**src/hw/rtl/chorus_pkg.sv**
```systemverilog
// chorus package: sizes, register map, config struct and the sine table
// used by the chorus rtl files other than chorus_ram; depends on nothing
`timescale 1ns / 1ps

package chorus_pkg;

	localparam int HISTORY_DEPTH    = 4096;
	localparam int HIST_AW          = $clog2(HISTORY_DEPTH);
	localparam int SINE_TABLE_DEPTH = 1024;
	localparam int SINE_AW          = $clog2(SINE_TABLE_DEPTH);

	localparam int SAMPLE_W = 16;
	localparam int DELAY_W  = 20;
	localparam int GAIN_W   = 16;
	localparam int PHASE_W  = 32;
	localparam int FRAC_W   = 8;
	// read position in samples with fractional bits
	localparam int POS_W    = HIST_AW + FRAC_W;

	localparam int APB_AW    = 5;
	localparam int APB_DW    = 32;
	localparam int REG_IDX_W = APB_AW - 2;

	localparam logic [REG_IDX_W-1:0] REG_ENABLE     = REG_IDX_W'(0);
	localparam logic [REG_IDX_W-1:0] REG_BASE_DELAY = REG_IDX_W'(1);
	localparam logic [REG_IDX_W-1:0] REG_MOD_DEPTH  = REG_IDX_W'(2);
	localparam logic [REG_IDX_W-1:0] REG_LFO_STEP   = REG_IDX_W'(3);
	localparam logic [REG_IDX_W-1:0] REG_DRY_GAIN   = REG_IDX_W'(4);
	localparam logic [REG_IDX_W-1:0] REG_WET_GAIN   = REG_IDX_W'(5);

	localparam logic [DELAY_W-1:0] RST_BASE_DELAY = DELAY_W'(225792);
	localparam logic [DELAY_W-1:0] RST_MOD_DEPTH  = DELAY_W'(112896);
	localparam logic [PHASE_W-1:0] RST_LFO_STEP   = PHASE_W'(19477);
	localparam logic [GAIN_W-1:0]  RST_DRY_GAIN   = GAIN_W'(14043);
	localparam logic [GAIN_W-1:0]  RST_WET_GAIN   = GAIN_W'(18725);

	// polynomial sine coefficients, q15
	localparam longint unsigned SIN_A = 51472;
	localparam longint unsigned SIN_B = 21024;
	localparam longint unsigned SIN_C = 2320;

	typedef struct packed {
		logic               enable;
		logic [DELAY_W-1:0] base_delay;
		logic [DELAY_W-1:0] mod_depth;
		logic [PHASE_W-1:0] lfo_step;
		logic [GAIN_W-1:0]  dry_gain;
		logic [GAIN_W-1:0]  wet_gain;
	} cfg_t;

	typedef logic signed [SAMPLE_W-1:0] sine_tbl_t [SINE_TABLE_DEPTH];

	function automatic sine_tbl_t build_sine();
		sine_tbl_t             tbl;
		logic [31:0]           u;
		logic [30:0]           r;
		longint unsigned       x;
		longint unsigned       x2;
		longint unsigned       t;
		longint unsigned       y;
		logic [SAMPLE_W-1:0]   mag;
		for (int k = 0; k < SINE_TABLE_DEPTH; k++) begin
			u = 32'(longint'(k) << (32 - SINE_AW));
			r = {1'b0, u[29:0]};
			// mirror odd quadrants so the peak lands on x = 32768
			if (u[30]) begin
				r = 31'h4000_0000 - r;
			end
			x   = longint'(r >> 15);
			x2  = (x * x) >> 15;
			t   = (SIN_C * x2) >> 15;
			t   = SIN_B - t;
			t   = (t * x2) >> 15;
			t   = SIN_A - t;
			y   = (t * x) >> 15;
			if (y > 32767) begin
				y = 32767;
			end
			mag = SAMPLE_W'(y);
			tbl[k] = u[31] ? -mag : mag;
		end
		return tbl;
	endfunction

	localparam sine_tbl_t SINE_TBL = build_sine();

endpackage

```
**src/hw/rtl/chorus_regs.sv**
```systemverilog
// apb-style configuration registers of the chorus block
// depends on chorus_pkg for the register map and cfg_t
`timescale 1ns / 1ps

module chorus_regs (
	input  logic                           clk,
	input  logic                           arst_n,
	input  logic                           psel,
	input  logic                           penable,
	input  logic                           pwrite,
	input  logic [chorus_pkg::APB_AW-1:0]  paddr,
	input  logic [chorus_pkg::APB_DW-1:0]  pwdata,
	output logic [chorus_pkg::APB_DW-1:0]  prdata,
	output logic                           pready,
	output chorus_pkg::cfg_t               cfg
);

	chorus_pkg::cfg_t                       cfg_q;
	logic [chorus_pkg::REG_IDX_W-1:0]       idx;
	logic                                   wr;

	assign pready = 1'b1;
	assign idx    = paddr[chorus_pkg::APB_AW-1:2];
	assign wr     = psel && penable && pwrite && pready;
	assign cfg    = cfg_q;

	always_ff @(posedge clk or negedge arst_n) begin
		if (!arst_n) begin
			cfg_q.enable     <= 1'b0;
			cfg_q.base_delay <= chorus_pkg::RST_BASE_DELAY;
			cfg_q.mod_depth  <= chorus_pkg::RST_MOD_DEPTH;
			cfg_q.lfo_step   <= chorus_pkg::RST_LFO_STEP;
			cfg_q.dry_gain   <= chorus_pkg::RST_DRY_GAIN;
			cfg_q.wet_gain   <= chorus_pkg::RST_WET_GAIN;
		end else if (wr) begin
			case (idx)
				chorus_pkg::REG_ENABLE: begin
					cfg_q.enable <= pwdata[0];
				end
				chorus_pkg::REG_BASE_DELAY: begin
					cfg_q.base_delay <= pwdata[chorus_pkg::DELAY_W-1:0];
				end
				chorus_pkg::REG_MOD_DEPTH: begin
					cfg_q.mod_depth <= pwdata[chorus_pkg::DELAY_W-1:0];
				end
				chorus_pkg::REG_LFO_STEP: begin
					cfg_q.lfo_step <= pwdata[chorus_pkg::PHASE_W-1:0];
				end
				chorus_pkg::REG_DRY_GAIN: begin
					cfg_q.dry_gain <= pwdata[chorus_pkg::GAIN_W-1:0];
				end
				chorus_pkg::REG_WET_GAIN: begin
					cfg_q.wet_gain <= pwdata[chorus_pkg::GAIN_W-1:0];
				end
				default: begin
				end
			endcase
		end
	end

	always_comb begin
		prdata = '0;
		case (idx)
			chorus_pkg::REG_ENABLE: begin
				prdata = chorus_pkg::APB_DW'(cfg_q.enable);
			end
			chorus_pkg::REG_BASE_DELAY: begin
				prdata = chorus_pkg::APB_DW'(cfg_q.base_delay);
			end
			chorus_pkg::REG_MOD_DEPTH: begin
				prdata = chorus_pkg::APB_DW'(cfg_q.mod_depth);
			end
			chorus_pkg::REG_LFO_STEP: begin
				prdata = chorus_pkg::APB_DW'(cfg_q.lfo_step);
			end
			chorus_pkg::REG_DRY_GAIN: begin
				prdata = chorus_pkg::APB_DW'(cfg_q.dry_gain);
			end
			chorus_pkg::REG_WET_GAIN: begin
				prdata = chorus_pkg::APB_DW'(cfg_q.wet_gain);
			end
			default: begin
				prdata = '0;
			end
		endcase
	end

endmodule

```
**config.mk**
```make
export PLATFORM = sky130hd
export DESIGN_NAME = chorus_regs
export DESIGN_NICKNAME = d
export VERILOG_FILES = /design/src/hw/rtl/chorus_pkg.sv /design/src/hw/rtl/chorus_regs.sv
export SDC_FILE = /design/constraint.sdc
export NUM_CORES = 1
export LEC_CHECK = 0
export BUFFER_PORTS_ARGS = -buffer_cell sky130_fd_sc_hd__buf_2
export CORE_ASPECT_RATIO = 0.75
export CORE_UTILIZATION = 45
export DETAILED_ROUTE_END_ITERATION = 10
export GPL_TIMING_DRIVEN = 0
export PLACE_DENSITY = 0.73
export SLEW_MARGIN = 20
export SYNTH_ARGS = -nofsm -noshare
export SYNTH_HDL_FRONTEND = slang
export SYNTH_SLANG_ARGS = --single-unit
```
**constraint.sdc**
```tcl
create_clock -name clk -period 1.89 [get_ports clk]
set_input_delay 0.2835 -clock clk [delete_from_list [all_inputs] [get_ports clk]]
set_output_delay 0.2835 -clock clk [all_outputs]
set_load 0.02 [all_outputs]
```
==> summary.md <==
| Metric | Value |
|---|---|
| Pins Over Slew Limit | `0` |
| Slowest-stage cell, CP | `nor3b_4` |
| Layout area overhead | `29.1%` |
| Fmax | `~0.55 GHz` |
| Pin count of the biggest net entering global routing | `77` |
| CTS tree | `done` |
| Synth area leaders | `dfrtp_1 36%, dfstp_2 18%, mux2_2 17%` |
| WP buf/inv | `4` |
| Total grt overflow | `0` |
| Ant. Diodes | `0` |
| Post-synth top area cell | `dfrtp_1` |
| Row count | `32` |
| Drt pass-1 iters | `4` |
| GP Congestion | `0.811` |
| LEAKAGE | `about 0.0032 µW` |
| H-tree level count | `3` |
| Mapped cell area | `approximately 4900 µm²` |
| Hold path endpoint | `cfg[60]` |
| Startpoint types | `input port` |
| Unrepaired setup endpoints after global routing | `no` |
| Final Hold Vio Count | `0` |
| Hold Crit Start | `pwdata[28]` |
| Post-layout nets | `between 500 and 600` |
| Fin cells | `between 600 and 700` |
| Main flop type after synthesis | `dfrtp_1` |
| Wire per inst | `between 15 and 20 µm` |
| Core ar. | `10500 µm²` |
| Final HPWL DP | `approximately 9.1 mm` |
| R2R Path Start | `cfg[61]` |
| Largest register FFs | `105` |
| Area post-placement | `5980 µm²` |
| Fraction of registers with async set/reset | `100%` |
| Switching power total | `between 2000 and 2500 µW` |
| R2R depth | `1` |
| Clk network pwr share | `roughly 26%` |
| Period utilisation layout | `a little over nine tenths` |
| Worst reg2reg endpoint | `cfg[61]` |
| Drt initial violations | `between 100 and 150` |
| ANT nets after route | `0` |
| Worst reg2reg setup slack | `1070 ps` |
| Worst skew pair latency | `~340 ps` |
| Dpl ws | `-274 ps` |
| Critical Setup Path Class | `in2out` |
| Via count | `3545` |
| Synth cell count leaders | `73 x mux2_2, 71 x dfrtp_1, 34 x dfstp_2` |
| FF+latch count, synth | `105` |
| Peak supply drop | `just under 0.0006 V` |
| Die Y | `between 90 and 100 µm` |
| Most frequent cell after synthesis | `mux2_2` |
| Total track usage | `24.4%` |
| Critical Path Max Stage Delay | `slightly below 300 ps` |
| Starting Density | `46.9%` |
| Post-synth top area share | `between 30 and 40%` |
| Outcome | `finished, final reports clean` |
| Input/output buffers | `roughly 180` |
| DRC | `0` |
| Share of layout cells above drive strength 1 | `between 60% and 70%` |
| Seq/Total Area, Yosys | `54.5%` |
| Delay-heaviest family, CP | `buffers and inverters` |
| # IOs | `180` |
| WP data required | `1610 ps` |
| CTS max path bufs | `2` |
| Initial antenna violation count | `0` |
| Clock Sinks | `105` |
| Final wirelength | `between 10 and 15 mm` |
| HP Class | `in2reg` |
| Element type at the critical path end | `output port` |
| Critical-path maximum fanout | `10` |
| Setup ws final | `67.5 ps` |
| Switching Fraction | `between 30% and 40%` |
| CP Data Arrival Time | `1540 ps` |
| Pint | `between 4000 and 5000 µW` |
| Post-layout util | `roughly 60%` |
| Width of the die | `between 100 and 150 µm` |
| Post-layout min period | `1820 ps` |
| P per Cell Area | `1100 nW/µm²` |
| Combinational power share | `29.3%` |
| Wire length of the first global-routing pass | `between 15 and 20 mm` |
| Clock Tree Root | `clkbuf_16` |
| WHS Path Cells | `2` |
| Vias in the first global route | `between 3000 and 4000` |
| Vias per cell | `5.42` |
| Total CTS buffers | `9` |
| Reg clk slew, reported paths | `around 70 ps` |
| Cell chain of the critical path | `buf_2, buf_6, nor3b_4, buf_6, o2bb2ai_1, a221o_1, buf_2` |
| Number of synthesized flops with an enable pin | `0` |
| Setup Viol. Count Final | `0` |
| Syn Inst Count | `about 320` |
| Die area | `between 10000 and 15000 µm²` |
| Synth warn | `0` |
| TNS Setup | `0 ps` |
| Synthesized area per cell | `~15 µm²` |
| Syn Nets | `about 360` |
| Distinct cells, synth | `33` |
| Clock skew | `0 ps` |
| Max-cap violations | `0` |
| Fin area | `between 6000 and 7000 µm²` |
| Seq pwr share | `45.0%` |
| Placed Instances | `about 630` |
## metrics by stage
step	total power (µW)	hold WS [ps]
6_report	6930	153
5_1_grt	7270	155
4_1_cts	6990	147
3_5_place_dp	5190	178
3_3_place_gp	5110	478
2_1_floorplan	4370	-12.1
## metal layers
layer  GRT usage (%)  vias up  wire length [µm]
li1                -     1579                 -
met1            32.4     1829              5800
met2            39.5      125              6260
met3            6.40       12               851
met4            6.81        0               157
met5               0        -                 0
## cell type report
type | instances | area, µm²
multi-input combinational | 194 | 2040
sequential | 105 | 2670
clock inverter | 3 | 25.0
tap | 136 | 170
clock buffer | 12 | 256
buffer | 21 | 200
fill | 855 | 4130
inverter | 1 | 3.75
timing repair buffer | 182 | 957
## how the worst max path moves through the flow
stage	start	end	slack, ps	cells after the start
floorplan	paddr[2]	prdata[13]	260	5
global placement	arst_n	cfg[52]	-550	1
detailed placement	paddr[4]	prdata[5]	-270	6
CTS	paddr[2]	prdata[5]	5	6
global route	paddr[2]	prdata[15]	6	6
finish	paddr[3]	prdata[5]	70	7
## logic make-up (layout without fill, tap and decap cells)
logic type | after synthesis | in the layout | share of synthesized area, %
other | 1 | 1 | 0.0766
buffers and inverters | 22 | 219 | 3.98
flip-flops | 105 | 105 | 54.5
multiplexers | 127 | 127 | 29.2
AND/OR/NAND/NOR | 31 | 31 | 5.85
AO/OA/AOI/OAI | 35 | 35 | 6.36
## repair_timing
action	4_1_cts	5_1_grt
hold buffers	1	0
setup endpoints to repair	25	11
setup buffers	3	2
hold endpoints to repair	20	0
resized for setup	5	1
pin swaps	2	1
## power groups by stage
stage	Clock, µW	Combinational [µW]	Sequential [µW]
floorplan	0	702	3670
global placement	0	1990	3120
detailed placement	0	2040	3160
CTS	1820	2050	3120
global route	1900	2170	3190
finish	1780	2030	3120
## placed cells by master, fill, tap and decap left out, drive strengths merged
master	n
a21o	1
a221o	14
a22oi	4
and2	12
buf	201
clkbuf	13
clkinv	1
clkinvlp	1
conb	1
dfrtp	71
dfstp	34
dlygate4sd3	1
inv	2
mux2	109
mux2i	17
mux4	1
nand2b	3
nand4	1
nand4b	1
nor2	9
nor2b	1
nor3	3
nor3b	1
o21ai	1
o22ai	1
o2bb2ai	14
Note: power is estimated with default switching activity, not from simulation.
